[config.mk]
export PLATFORM = sky130hd
export DESIGN_NAME = cmap_fifo
export DESIGN_NICKNAME = d
export VERILOG_FILES = /design/src/rtl/cmap_pkg.sv /design/src/rtl/cmap_fifo.sv
export SDC_FILE = /design/constraint.sdc
export NUM_CORES = 1
export LEC_CHECK = 0
export BUFFER_PORTS_ARGS = -buffer_cell sky130_fd_sc_hd__buf_2
export CORE_MARGIN = 10
export CORE_UTILIZATION = 53
export CTS_CLUSTER_SIZE = 14
export DETAILED_ROUTE_END_ITERATION = 8
export PLACE_DENSITY_LB_ADDON = 0.3
export SLEW_MARGIN = 20
export SYNTH_ARGS = -nofsm -noshare
export SYNTH_HDL_FRONTEND = slang
export SYNTH_SLANG_ARGS = --single-unit
[constraint.sdc]
create_clock -name clock -period 4.44 [get_ports clock]
set_clock_uncertainty 0.05 [all_clocks]
set_input_delay 0.666 -clock clock [delete_from_list [all_inputs] [get_ports clock]]
set_output_delay 0.666 -clock clock [all_outputs]
set_load 0.01 [all_outputs]
[src/rtl/cmap_pkg.sv]
package cmap_pkg;

   localparam int NUM_VALUES          = 10;
   localparam int FIELD_W             = 32;
   localparam int HW_W                = 5;
   localparam int DEF_MAX_POINTS      = 64;
   localparam int DEF_MAX_HALF_WINDOW = 16;
   // Point counts and store addresses sized for the largest path supported.
   localparam int CNT_W               = 7;
   localparam int ADDR_W              = 6;

   typedef logic [NUM_VALUES-1:0][FIELD_W-1:0] point_type;

   typedef struct packed {
      logic              we;
      logic [ADDR_W-1:0] addr;
      point_type         data;
   } mem_wr_type;

   typedef struct packed {
      logic [CNT_W-1:0] n;
      logic [HW_W-1:0]  hw;
   } job_type;

endpackage

[src/rtl/cmap_fifo.sv]
module cmap_fifo
   import cmap_pkg::*;
#(
   parameter int DEPTH = 2
) (
   input  logic    clock,
   input  logic    reset,
   input  logic    push,
   input  job_type push_data,
   input  logic    pop,
   output job_type pop_data,
   output logic    empty,
   output logic    full
);
   localparam int PW = (DEPTH > 1) ? $clog2(DEPTH) : 1;
   localparam int FW = $clog2(DEPTH + 1);

   job_type        slot_ff [DEPTH];
   logic [PW-1:0]  wp_ff, wp_in, rp_ff, rp_in;
   logic [FW-1:0]  fill_ff, fill_in;
   logic           do_push, do_pop;

   assign empty    = (fill_ff == '0);
   assign full     = (fill_ff == FW'(DEPTH));
   assign do_push  = push && !full;
   assign do_pop   = pop && !empty;
   assign pop_data = slot_ff[rp_ff];

   always_comb begin
      wp_in   = wp_ff;
      rp_in   = rp_ff;
      fill_in = fill_ff;
      if (do_push) begin
         wp_in = (wp_ff == PW'(DEPTH - 1)) ? '0 : wp_ff + 1'b1;
      end
      if (do_pop) begin
         rp_in = (rp_ff == PW'(DEPTH - 1)) ? '0 : rp_ff + 1'b1;
      end
      if (do_push && !do_pop) begin
         fill_in = fill_ff + 1'b1;
      end else if (do_pop && !do_push) begin
         fill_in = fill_ff - 1'b1;
      end
   end

   always_ff @(posedge clock) begin
      if (reset) begin
         wp_ff   <= '0;
         rp_ff   <= '0;
         fill_ff <= '0;
      end else begin
         wp_ff   <= wp_in;
         rp_ff   <= rp_in;
         fill_ff <= fill_in;
      end
      if (do_push) begin
         slot_ff[wp_ff] <= push_data;
      end
   end

endmodule

After elaboration in Yosys (flattened, before gate mapping)
Memories as Yosys holds them, arrays and structs flattened. A register that Yosys moved wholly into a read port is not among the register bits.
Index checks and enable logic that the tools add are counted.
- register bits: 4
- memory bits (writable): 24
- output and inout bits: 14
- word-level logic and storage cells: 27
- memories: 1
- memories (name ; words ; bits a word ; rd ports ; clocked after memory_dff ; write ports ; line ; text):
    slot_ff ; 2 ; 12 ; 1 ; 1 ; 1 ; cmap_fifo.sv:18 ; job_type slot_ff [DEPTH];
- add/sub/neg operators: 4
- equal/unequal tests: 1
- multiplexer cells: 8
- reduce and logical (&&, ||, !) cells: 10
- operators with widths (operator ; count):
    two-way mux 1 bit ; 6
    logical AND 1 bit ; 4
    logical NOT 1 bit ; 4
    two-way mux 2 bit ; 2
    adder 1 bit, second input constant ; 2
    adder 2 x 1 -> 2 bit, second input constant ; 1
    equality test 2 bit, second input constant ; 1
    logical NOT 2 bit ; 1
    nonzero test 2 bit ; 1
    subtractor 2 x 1 -> 2 bit, second input constant ; 1

Logic depth before layout (Yosys ltp)
- depth after elaboration: 7
- gate-level depth with buffers: 6

Worst setup path after synthesis
OpenSTA, ideal clock, no wires.
- path kind: input-to-reg
- from: input push
- to: memory slot_ff[0][0] (netlist name) (enable)
- arrival time: 1.321 ns
- data required time: 4.046 ns
- slack: 2.725 ns
- stages: 3
- buffers on the path: 0
- cells stage by stage: inv_1 or3_1 inv_1
- word-level cells in the longest chain between the ends: 3
- ends and longest elaborated chain (what ; line ; text):
    from (decl) ; cmap_fifo.sv:8 ; input logic push,
    logical AND 1 bit ; cmap_fifo.sv:25 ; assign do_push = push && !full;
    two-way mux 1 bit ; cmap_fifo.sv:56 ; if (do_push) begin
    two-way mux 1 bit (not written as such) ; cmap_fifo.sv:57 ; slot_ff[wp_ff] <= push_data;
    to (decl) ; cmap_fifo.sv:18 ;
Every way passes these cells.

==> results.sh <==
export IMPL_antenna_found_initial=0
export IMPL_drv_cap=0
export IMPL_gp_congestion=0.630
export IMPL_die_h_um=65.1
export IMPL_drcViolationCount=0
export IMPL_cts_setup_buffers=0
export IMPL_route_antenna_remaining_nets=0
export IMPL_numCtsBuffers=5
export IMPL_cts_root_buf="clkbuf_4"
export IMPL_path_clk_slew_ns=0.08
export IMPL_worstSkewPairLatency_ns=0.32
export IMPL_synth_cell_types=13
export IMPL_power_leakage_nw=0.510
export IMPL_ys_seq_elements=29
export IMPL_routed_wl_mm=1.80
export IMPL_grt_pass1_wl_mm=2.94
export IMPL_ir_drop_mv=0.359
export IMPL_wl_per_cell_um=14.4
export IMPL_num_io_pins=30
export IMPL_status="finished clean"
export IMPL_die_w_um=65.1
export IMPL_setup_viol=0
export IMPL_critical_path_max_stage_delay_ns=0.63
export IMPL_yosys_warnings=0
export IMPL_clock_fmax_mhz=454
export IMPL_r2r_cells=4
export IMPL_hold_depth=2
export IMPL_fin_total_pwr_w=0.000718
export IMPL_drive_gt1_frac=0.480
export IMPL_fin_util=0.670
export IMPL_core_mm2=0.00194
export IMPL_cts_tree="done"
export IMPL_crit_chain="mux2_2, buf_2"
export IMPL_drt_iter0_markers=8
export IMPL_final_cell_mix="29 x buf_2, 24 x edfxtp_1, 12 x mux2_2"
export IMPL_synth_fp_nets=79
export IMPL_io_buffer_count=29
export IMPL_antenna_cells=0
export IMPL_worstSetupEndpointType="output pin"
export IMPL_finalCritPeriodShare=0.496
export IMPL_crit_type="reg2out"
export IMPL_avgViaCountPerCell=4.78
export IMPL_cp_data_required_time_ns=3.72
export IMPL_holdBufCountCts=0
export IMPL_track_usage=0.0936
export IMPL_cts_sinks=29
export IMPL_timing_final_max_slew_violations=0
export IMPL_syn_inst=62
export IMPL_setup_tns_ns=0
export IMPL_arrival_ns=1.49
export IMPL_dr_pass1_iters=4
export IMPL_syn_to_final_growth_pct=20.6
export IMPL_fin_nets=114
export IMPL_grt_overflow=0
export IMPL_rows=16
export IMPL_post_cts_resized=0
export IMPL_crit_fanout=12
export IMPL_final_common_cell="buf_2"
export IMPL_grt_max_degree=13
export IMPL_worst_slew_pin_slew_ns=0.562
export IMPL_seq_area_frac_synth=0.761
export IMPL_hold_class="reg2reg"
export IMPL_ctsHtreeMaxLevel=2
export IMPL_rsz0062_at_grt="false"
export IMPL_vias=597
export IMPL_clockBufferDepth=2
export IMPL_crit_path_start_kind="register"
export IMPL_start_util=0.555
export IMPL_cellPowerDensity_mw_per_mm2=552
export IMPL_preCtsSetupSlack_ns=2.49
export IMPL_synth_area_per_cell_um2=17.4
export IMPL_die_area_mm2=0.00424
export IMPL_slew_headroom=0.625
export IMPL_netlist_area_mm2=0.00108
export IMPL_grt_pass1_vias=661
export IMPL_cp_slowest_cell="dfxtp_1"
export IMPL_period_needed_ns=2.20
export IMPL_timing_final_ws_setup_ns=2.24
export IMPL_hold_viol_final=0
==> power by group <==
| part | leakage (nW) | total, W | internal, W | switching [W] |
|---|---|---|---|---|
| Sequential | 0.265 | 0.000376 | 0.000346 | 0.0000304 |
| Combinational | 0.218 | 0.000196 | 0.0000983 | 0.0000982 |
| Clock | 0.0265 | 0.000146 | 0.0000629 | 0.0000828 |
| Total | 0.510 | 0.000718 | 0.000507 | 0.000211 |
==> per-stage QoR <==
| step | cells | instance area [um2] | hold slack, ns |
|---|---|---|---|
| 6_report | 125 | 1300 | 0.470 |
| 4_1_cts | 125 | 1300 | 0.463 |
| 5_1_grt | 125 | 1300 | 0.459 |
| 3_5_place_dp | 117 | 1250 | 0.454 |
| 3_3_place_gp | 117 | 1250 | 0.421 |
| 2_1_floorplan | 62 | 1080 | 0.402 |
==> critical path: cells and delay by family, from the launching register on <==
| kind | cells | cell delay (ns) |
|---|---|---|
| mux | 1 | 0.39 |
| flops | 1 | 0.63 |
| buf+inv | 1 | 0.14 |
==> final timing paths <==
| kind | from | end | slack (ns) |
|---|---|---|---|
| setup / recovery | register | pop_data[9] | 2.24 |
| hold / removal | rp_ff$_SDFFE_PP0P_ | register | 0.47 |
| hold reg to reg | rp_ff$_SDFFE_PP0P_ | register | 0.47 |
| setup reg to reg | fill_ff[0]$_SDFFE_PP0P_ | fill_ff[1]$_SDFFE_PP0P_ | 2.78 |
==> state kept, by name, indices dropped and copies added (netlist names), named ones only <==
name     flops
wp_ff        1
rp_ff        1
fill_ff      2
slot_ff     24
==> logic make-up (layout without fill, tap and decap cells) <==
| group | Yosys count | count (layout) | synth area share |
|---|---|---|---|
| AO/OA/AOI/OAI | 5 | 5 | 0.0232 |
| XOR/XNOR | 3 | 3 | 0.0244 |
| adder cells (fa/ha/maj) | 1 | 1 | 0.0116 |
| buffers and inverters | 3 | 39 | 0.0116 |
| flip-flops | 29 | 29 | 0.761 |
| multiplexers | 12 | 12 | 0.125 |
| AND/OR/NAND/NOR | 9 | 9 | 0.0429 |
==> area by class of cell <==
class	instances	area, um2
clock buffer	8	48.8
fill	157	641
inverter	2	7.51
multi-input combinational	30	245
sequential	29	821
tap	27	33.8
timing repair buffer	29	145
==> synth_stat cells <==
cell type  number  area share
dfxtp_1         5       0.093
nor2_1          5       0.017
and2_1          1      0.0058
a21oi_1         2      0.0093
nor2b_2         1      0.0081
buf_2           1      0.0046
o21ai_0         3       0.014
edfxtp_1       24        0.67
mux2_2         12        0.13
xor2_1          3       0.024
ha_1            1       0.012
inv_1           2      0.0070
or3_1           2       0.012
==> routing by layer <==
| metal | track usage | wire (um) |
|---|---|---|
| met5 | 0 | 0 |
| met4 | 0.0561 | 57 |
| met3 | 0.0627 | 143 |
| met2 | 0.151 | 884 |
| met1 | 0.0862 | 715 |
Power figures use the tool's default switching activity.
