$ cat src/rtl/cmap_pkg.sv
package cmap_pkg;

   localparam int NUM_VALUES          = 10;
   localparam int FIELD_W             = 32;
   localparam int HW_W                = 5;
   localparam int DEF_MAX_POINTS      = 64;
   localparam int DEF_MAX_HALF_WINDOW = 16;
   // Point counts and store addresses sized for the largest path supported.
   localparam int CNT_W               = 7;
   localparam int ADDR_W              = 6;

   typedef logic [NUM_VALUES-1:0][FIELD_W-1:0] point_type;

   typedef struct packed {
      logic              we;
      logic [ADDR_W-1:0] addr;
      point_type         data;
   } mem_wr_type;

   typedef struct packed {
      logic [CNT_W-1:0] n;
      logic [HW_W-1:0]  hw;
   } job_type;

endpackage

$ cat src/rtl/cmap_front.sv
module cmap_front
   import cmap_pkg::*;
#(
   parameter int MAX_POINTS      = DEF_MAX_POINTS,
   parameter int MAX_HALF_WINDOW = DEF_MAX_HALF_WINDOW
) (
   input  logic            clock,
   input  logic            reset,
   input  logic            accept,
   input  point_type       point,
   input  logic            last,
   input  logic [HW_W-1:0] half_window,
   output mem_wr_type      mem_wr,
   output logic            job_push,
   output job_type         job
);
   localparam int CW = $clog2(MAX_POINTS + 1);

   logic [CW-1:0]   count_ff, count_in;
   logic            full;
   logic [HW_W-1:0] hw_eff;

   assign full   = (count_ff == CW'(MAX_POINTS));
   assign hw_eff = (half_window > HW_W'(MAX_HALF_WINDOW)) ? HW_W'(MAX_HALF_WINDOW)
                                                           : half_window;

   // Drop points past the store's end; the last mark still closes the path.
   assign mem_wr.we   = accept && !full;
   assign mem_wr.addr = ADDR_W'(count_ff);
   assign mem_wr.data = point;

   assign job_push = accept && last;
   assign job.n    = full ? CNT_W'(count_ff) : CNT_W'(count_ff) + 1'b1;
   assign job.hw   = hw_eff;

   always_comb begin
      count_in = count_ff;
      if (accept) begin
         if (last) begin
            count_in = '0;
         end else if (!full) begin
            count_in = count_ff + 1'b1;
         end
      end
   end

   always_ff @(posedge clock) begin
      if (reset) begin
         count_ff <= '0;
      end else begin
         count_ff <= count_in;
      end
   end

endmodule

$ cat config.mk
export PLATFORM = sky130hd
export DESIGN_NAME = cmap_front
export DESIGN_NICKNAME = d
export VERILOG_FILES = /design/src/rtl/cmap_pkg.sv /design/src/rtl/cmap_front.sv
export SDC_FILE = /design/constraint.sdc
export NUM_CORES = 1
export LEC_CHECK = 0
export ABC_AREA = 1
export BUFFER_PORTS_ARGS = -buffer_cell sky130_fd_sc_hd__buf_4
export CAP_MARGIN = 20
export CELL_PAD_IN_SITES_DETAIL_PLACEMENT = 1
export CELL_PAD_IN_SITES_GLOBAL_PLACEMENT = 1
export CORE_AREA = 3 3 257 259
export CTS_BUF_LIST = sky130_fd_sc_hd__clkbuf_4 sky130_fd_sc_hd__clkbuf_8
export CTS_CLUSTER_DIAMETER = 60
export DETAILED_ROUTE_END_ITERATION = 7
export DIE_AREA = 0 0 260 262
export GPL_ROUTABILITY_DRIVEN = 0
export PLACE_DENSITY_LB_ADDON = 0.2
export REMOVE_ABC_BUFFERS = 1
export SLEW_MARGIN = 20
export SYNTH_ARGS = -nofsm -noshare
export SYNTH_HDL_FRONTEND = slang
export SYNTH_SLANG_ARGS = --single-unit
$ cat constraint.sdc
create_clock -name clock -period 2 [get_ports clock]
set_clock_uncertainty 0.15 [all_clocks]
set_input_delay 0.4 -clock clock [delete_from_list [all_inputs] [get_ports clock]]
set_output_delay 0.4 -clock clock [all_outputs]
set_load 0.03 [all_outputs]
After elaboration in Yosys (flattened, before gate mapping)
Index checks and enable logic that the tools add are counted.

Flip-flop bits (word level): 7. Bits of input ports: 329. Logic and storage cells: 10.

Add/sub/neg operators: 1. $lt $le $gt $ge: 1. Equal/unequal tests: 1. Multiplexer cells: 3. Reductions and logical operators: 3.

Operators with widths (count): 2-to-1 mux 7 bit (2); adder 7 x 1 -> 7 bit, second input constant (1); == test 7 bit, second input constant (1); greater-than comparator 5 bit, second input constant (1); 2-to-1 mux 5 bit (1); logical AND 1 bit (2); logical NOT 1 bit (1).

Longest topological paths before layout
Gate-level depths: netlist of the first run.

Depth after elaboration: 3. Gate-level depth with buffers: 8. Gate-level depth less buffers: 8.

Least setup slack after synthesis of the first run
Ideal clock, no wire load.

Path kind: flip-flop to output port. Start: register count_ff[0]. End: output job[7] (netlist bit). Arrival: 1.312 ns. Required time: 1.450 ns. Setup slack: 0.138 ns. Stages on the path, launching flop included: 8. Buffers on the path: 0. Path through: dfxtp_1 -> inv_1 -> ha_1 -> inv_1 -> nor2_1 -> nand3_1 -> inv_2 -> nor2_1.

RTL lines: start: declaration (RTL line cmap_front.sv:19) `logic [CW-1:0] count_ff, count_in;`; start signal: assignment (RTL line cmap_front.sv:51) `count_ff <= count_in;`; end: declaration (RTL line cmap_front.sv:15) `output job_type job`.

==> results.py, run 1 <==
metrics = {
    "setup_path": {
        "cpLargestDelayFamily": "simple AND/OR/NAND/NOR gates",
        "path_cells": "nor2_2 -> nand3_2 -> nand2_2 -> and2_4 -> buf_6",
        "slowest_stage": "dfxtp_1",
        "r2r_slack_ns": 0.55,
        "cp-start-kind": "flop",
        "path_max_fanout": 5,
        "path_buf_inv": 1,
        "critical-path-max-stage-delay_ns": 0.36,
        "crit_required_ns": 1.45,
        "end_kind": "output port",
        "worstPathArrival_ns": 1.41,
        "critPathKind": "reg -> out",
    },
    "synthesis": {
        "ys_seq_area_share_pct": 4.732,
        "netlist_area_mm2": 0.002962,
        "yosys.area.top_type_share_pct": 82.64,
        "synthDistinctLibCells": 24,
        "yosysWarnings": 0,
        "yosys_register_bits": 7,
        "synth_top_area_cell": "buf_4",
        "synth_area_leaders": "buf_4 83%, dfxtp_1 4.7%, nand2_1 2.9%",
        "syn_avg_cell_area_um2": 7.259,
        "synth_cells": 408,
    },
    "final_layout": {
        "drive_gt1_share_pct": 52.94,
        "nets": 451,
        "top_register": "count_ff",
        "multi_input_area_um2": 349.1,
        "regArea_um2": 143.9,
        "largest_reg_flops": 7,
        "area_delta_synth_final_pct": -34.69,
        "fill_cells": 7654,
        "reg.largest.list": "count_ff x7",
        "finish.instance_area_mm2": 0.001934,
    },
    "timing": {
        "fin_crit_sh_pct": 98.02,
        "hold_viol": 0,
        "setup_viol": 0,
        "fin_crit_ns": 1.960,
        "maxSlewHeadroom_pct": 78.50,
        "finalMaxSlewViolations": 0,
        "tightestPinTransition_ns": 0.3222,
        "fmax_ghz": 0.5101,
        "worst_slack_ns": 0.03967,
        "worst_hold_slack_ns": 0.2856,
        "fin_setup_tns_ns": 0,
        "rsz0062_at_grt": "true",
    },
    "placement": {
        "dp_slack_ns": 0.1848,
        "dpl_cell_area_mm2": 0.001828,
        "place_hpwl_um": 114300,
        "io_buffers": 28,
    },
    "pwr": {
        "ir_drop_v": 0.0001120,
        "p_per_area_mw_per_mm2": 249.8,
        "total_power_mw": 0.4832,
        "leakagePower_nw": 0.4502,
    },
    "grt": {
        "grt_usage_pct": 32.70,
        "gr-total-overflow": 0,
        "grt_pass1_wl_um": 118900,
        "grt_antenna_before_repair": 1,
        "grt_max_degree": 8,
        "grt_pass1_vias": 1686,
    },
    "hold_path": {
        "min_path_type": "in -> reg",
    },
    "cts": {
        "cts_hold_buf": 0,
        "root_buffer": "clkbuf_8",
        "clock-sinks": 7,
        "cts_made_buffers": 3,
        "clk_pin_slew_ns": 0.05,
        "cts_buffer_depth": 2,
        "h-tree-depth": 1,
        "cts_tree": "yes",
        "insertion_delay_ns": 0.24,
    },
    "route": {
        "drc": 0,
        "drtIter0Drc": 248,
        "drt_wl_total_um": 115400,
        "wl_per_cell_um": 118.3,
        "vias": 2233,
        "routed_via_density": 2.290,
        "drt-pass1-iter-count": 4,
        "postRouteAntennaNets": 0,
    },
    "die": {
        "row_count": 93,
        "core_mm2": 0.06412,
        "die_area_mm2": 0.06812,
        "die_w_um": 260,
        "die_y_um": 262,
        "start_util_pct": 4.619,
        "ios": 669,
    },
    "run_status": {
        "status": "finished, final reports clean",
    },
    "run": {
        "max_cap_violations": 0,
    },
}
[metrics by stage]
stage               util [%]  instances
global placement       2.851        969
CTS                    2.941        973
floorplan                  -         81
detailed placement     2.851        969
finish                 3.017        975
global route           3.013        974
[cell families after synthesis]
group	share of synthesized area, %
AOI/OAI and AO/OA	2.155
buffers and inverters	84.58
and+or+nand+nor	7.394
DFF	4.732
adders and majority gates	0.8448
xor gates and xnor gates	0.2958
[worst reg2reg max path, stage by stage (launching register included)]
cell and delay (ns):
dfxtp_1 0.36, nor2_2 0.29, nand3_2 0.17, nand2_2 0.10, buf_4 0.10, nand3_1 0.07, a21oi_1 0.13
[report_power, final]
group	switching [mW]	internal, mW
logic	0.0658	0.0423
registers	0.00183	0.142
clock network	0.0785	0.153
[layout make-up]
class	instances	area share (%)
repair buffers	34	13.78
inverters	14	2.781
flip-flops and latches	7	7.439
clock buffers	4	2.523
diodes	1	0.1294
multi-input cells	60	18.05
well taps	855	55.30
[worst paths after layout]
check / startpoint / to / cells past startpoint
setup / recovery: count_ff[4] / job[5] / 5
hold / removal: reset / count_ff[4] / 2
setup reg to reg: count_ff[4] / count_ff[0] / 6
hold reg to reg: count_ff[6] / count_ff[6] / 2
[layout by cell type (no fill, tap or decap), types with 2 or more instances in the layout]
cell type and instances:
a21oi_1 5, a21oi_2 2, buf_4 31, buf_6 3, clkbuf_8 3, dfxtp_1 4
dfxtp_2 3, inv_1 8, inv_2 5, nand2_1 22, nand2_2 3, nand3_1 3
nand3_2 2, nor2_1 8, nor2_2 3
[per-layer routing]
layer	up-vias	track usage, %	routed length, um
li1	328	-	-
met1	673	4.422	6549
met2	1054	61.31	60370
met3	136	48.44	35020
met4	42	22.87	10300
met5	-	31.98	3134
[synthesized netlist by cell type]
library cell,number
clkbuf_1,1
o21a_1,1
nand2_2,3
nand3_1,4
clkinv_2,1
nand4_1,1
nand2_1,23
xnor2_1,1
o21ai_1,1
nand3b_1,1
nor2_1,9
and2_1,1
dfxtp_1,7
ha_1,2
nor2_2,2
buf_4,326
nand3_2,1
or2_1,1
inv_1,10
o21ai_2,1
nor2_4,1
a21oi_1,5
a21oi_2,2
inv_2,3
[what timing repair did]
item                                    CTS  global route
pin swaps                                 1             3
setup buffers                             0             1
cloned                                    0             0
endpoints found under the setup margin    3             7
resized for setup                         2            14
No activity file was read; power rests on OpenSTA's default activity.
==> run 2, diff against run 1 <==
--- a/config.mk
+++ b/config.mk
@@ -5,16 +5,15 @@
 export SDC_FILE = /design/constraint.sdc
 export NUM_CORES = 1
 export LEC_CHECK = 0
-export ABC_AREA = 1
 export BUFFER_PORTS_ARGS = -buffer_cell sky130_fd_sc_hd__buf_4
 export CAP_MARGIN = 20
 export CELL_PAD_IN_SITES_DETAIL_PLACEMENT = 1
 export CELL_PAD_IN_SITES_GLOBAL_PLACEMENT = 1
-export CORE_AREA = 3 3 257 259
+export CORE_AREA = 3 3 262 264
 export CTS_BUF_LIST = sky130_fd_sc_hd__clkbuf_4 sky130_fd_sc_hd__clkbuf_8
 export CTS_CLUSTER_DIAMETER = 60
 export DETAILED_ROUTE_END_ITERATION = 7
-export DIE_AREA = 0 0 260 262
+export DIE_AREA = 0 0 265 267
 export GPL_ROUTABILITY_DRIVEN = 0
 export PLACE_DENSITY_LB_ADDON = 0.2
 export REMOVE_ABC_BUFFERS = 1
==> constraint.sdc (replaced) <==
create_clock -name clock -period 2.4 [get_ports clock]
set_clock_uncertainty 0.15 [all_clocks]
set_input_delay 0.48 -clock clock [delete_from_list [all_inputs] [get_ports clock]]
set_output_delay 0.48 -clock clock [all_outputs]
set_load 0.03 [all_outputs]
==> run 2 against run 1 <==
Clock-buffer cell count is the same. Non-clock buffer count shrank 4. Combinational power is 27% lower. Cell area shrank 3.4%. Critical endpoint is now job[11]. Wire length is 1.9% lower. Critical path depth decreased by 1.
==> results.py, run 2 <==
metrics = {
    "run_status": {
        "status": "finished, final reports clean",
    },
    "die": {
        "ios": 669,
        "row_count": 95,
        "die_w_um": 265,
        "die_area_mm2": 0.07076,
        "die_y_um": 267,
        "core_mm2": 0.06680,
        "start_util_pct": 4.437,
    },
    "final_layout": {
        "largest_reg_flops": 7,
        "multi_input_area_um2": 345.3,
        "fin_cells": 968,
        "fin_util_pct": 2.798,
        "top_register": "count_ff",
        "drive_gt1_share_pct": 43.16,
        "n_antenna_cell": 0,
        "nets": 427,
        "reg.largest.list": "count_ff x7",
        "regArea_um2": 142.6,
        "area_delta_synth_final_pct": -36.94,
        "final_common_cell": "buf_4",
        "layout_common_cells": "30 x buf_4, 5 x dfxtp_1",
        "fill_cells": 8039,
    },
    "pwr": {
        "p_per_area_mw_per_mm2": 206.7,
        "ir_drop_v": 0.0001046,
        "leakagePower_nw": 0.3722,
    },
    "timing": {
        "fin_crit_sh_pct": 93.37,
        "setup_viol": 0,
        "tightestPinTransition_ns": 0.4489,
        "finalMaxSlewViolations": 0,
        "fin_setup_tns_ns": 0,
        "fin_crit_ns": 2.241,
        "hold_viol": 0,
        "rsz0062_at_grt": "false",
        "maxSlewHeadroom_pct": 69.68,
        "fmax_ghz": 0.4462,
    },
    "setup_path": {
        "critPathKind": "reg -> out",
        "critical-path-max-stage-delay_ns": 0.51,
        "path_max_fanout": 10,
        "r2r-end": "count_ff[5]",
        "r2r_slack_ns": 0.59,
        "ff2ff_path_depth": 6,
        "slowest_stage": "dfxtp_1",
        "worstPathArrival_ns": 1.61,
        "path_cells": "and3_1 -> and3_2 -> xor2_1 -> buf_4",
        "cp-start-kind": "flop",
        "end_kind": "output port",
        "crit_required_ns": 1.77,
        "rr_startpoint": "count_ff[0]",
        "path_buf_inv": 1,
        "cpLargestDelayFamily": "flip-flops",
        "critPathLaunch": "count_ff[2]",
    },
    "synthesis": {
        "yosys.cell_count.top_type": "buf_4",
        "yosys-top-cells-count": "326 x buf_4, 7 x dfxtp_1, 5 x nor2b_1",
        "yosysWarnings": 0,
        "synthDistinctLibCells": 30,
        "synth_top_area_cell": "buf_4",
        "synth_edf_count": 0,
        "yosys_register_bits": 7,
        "syn_avg_cell_area_um2": 7.600,
        "synth_area_leaders": "buf_4 83%, dfxtp_1 4.7%, xnor2_1 1.2%",
        "yosys.area.top_type_share_pct": 82.57,
        "synth_cells": 390,
        "netlist_area_mm2": 0.002964,
        "ys.flop_type": "dfxtp_1",
        "ys_seq_area_share_pct": 4.728,
        "ys_async_sr_fraction_pct": 0,
    },
    "grt": {
        "grt_pass1_vias": 1622,
        "grt_antenna_before_repair": 0,
        "grt_max_degree": 15,
        "gr-total-overflow": 0,
        "grt_pass1_wl_um": 117700,
        "grt_usage_pct": 30.90,
    },
    "hold_path": {
        "min_path_cells": 2,
        "hold_start": "reset",
        "min_path_type": "in -> reg",
        "whs_endpoint": "count_ff[2]",
    },
    "cts": {
        "cts_hold_buf": 0,
        "clock-sinks": 7,
        "cts_made_buffers": 3,
        "cts_buffer_depth": 2,
        "h-tree-depth": 1,
        "clk_pin_slew_ns": 0.05,
        "root_buffer": "clkbuf_8",
        "insertion_delay_ns": 0.23,
        "cts_tree": "yes",
    },
    "placement": {
        "place_hpwl_um": 112000,
        "io_buffers": 28,
        "dp.cells": 963,
    },
    "route": {
        "drt-pass1-iter-count": 5,
        "postRouteAntennaNets": 0,
        "drt_wl_total_um": 113200,
        "drc": 0,
        "routed_via_density": 2.347,
        "drtIter0Drc": 391,
        "wl_per_cell_um": 116.9,
        "vias": 2272,
    },
    "run": {
        "max_cap_violations": 0,
    },
}
## run 2: worst max-delay path by stage
| stage | to | slack [ns] | cells after the start |
|---|---|---|---|
| finish | job[11] | 0.16 | 4 |
| global route | job[5] | 0.03 | 6 |
| CTS | job[5] | 0.02 | 6 |
| detailed placement | job[5] | 0.29 | 6 |
| global placement | job[5] | 0.30 | 6 |
| floorplan | job[5] | 0.18 | 5 |
## run 2: kinds of logic (layout without fill, tap and decap cells)
family,count (synthesis),count (layout),synth area share [%]
buffers and inverters,333,38,83.71
XOR/XNOR,6,6,1.773
adder cells (fa/ha/maj),2,2,0.8441
flip-flops,7,7,4.728
AO/OA/AOI/OAI,11,11,2.448
AND/OR/NAND/NOR,31,31,6.500
## run 2: worst register-to-register path, stage by stage, from the launching register on
cell     delay, ns
dfxtp_2       0.41
inv_2         0.07
ha_1          0.19
nor2b_2       0.15
a41oi_1       0.43
nand4_1       0.15
a31oi_1       0.19
## run 2: layout make-up
| type | count | share of cell area (%) |
|---|---|---|
| clock buffer | 4 | 2.610 |
| inverter | 4 | 0.8032 |
| multi-input combinational | 50 | 18.47 |
| sequential | 7 | 7.631 |
| tap | 873 | 58.43 |
| timing repair buffer | 30 | 12.05 |
## run 2: where the power goes
| group | internal (mW) | total [mW] | leakage (nW) | switching (mW) |
|---|---|---|---|---|
| clock | 0.127 | 0.185 | 0.0262 | 0.0582 |
| sequential | 0.119 | 0.123 | 0.0574 | 0.00396 |
| combinational | 0.0321 | 0.0785 | 0.289 | 0.0464 |
## run 2: repair_timing
| action | 4_1_cts | 5_1_grt |
|---|---|---|
| setup buffers | 0 | 1 |
| endpoints found under the setup margin | 0 | 5 |
| resized for setup | 0 | 4 |
## run 2: metal layers
layer | GRT usage (%) | part of all wire [%] | vias up
met3 | 49.59 | 33 | 112
met4 | 18.69 | 7.1 | 50
met5 | 24.12 | 2.1 | -
met1 | 2.753 | 3.9 | 665
li1 | - | - | 287
met2 | 58.95 | 54 | 1158
## run 2: metrics by stage
stage               worst slack [ns]  area (um^2)  power [mW]  hold WS [ns]
floorplan                     0.1835        498.0      0.1611        0.3991
global placement              0.3011         1808      0.2049        0.4000
detailed placement            0.2910         1808      0.2038        0.3959
CTS                          0.01824         1857      0.3952        0.3562
global route                 0.02739         1869      0.4082        0.3573
finish                        0.1591         1869      0.3864        0.3499
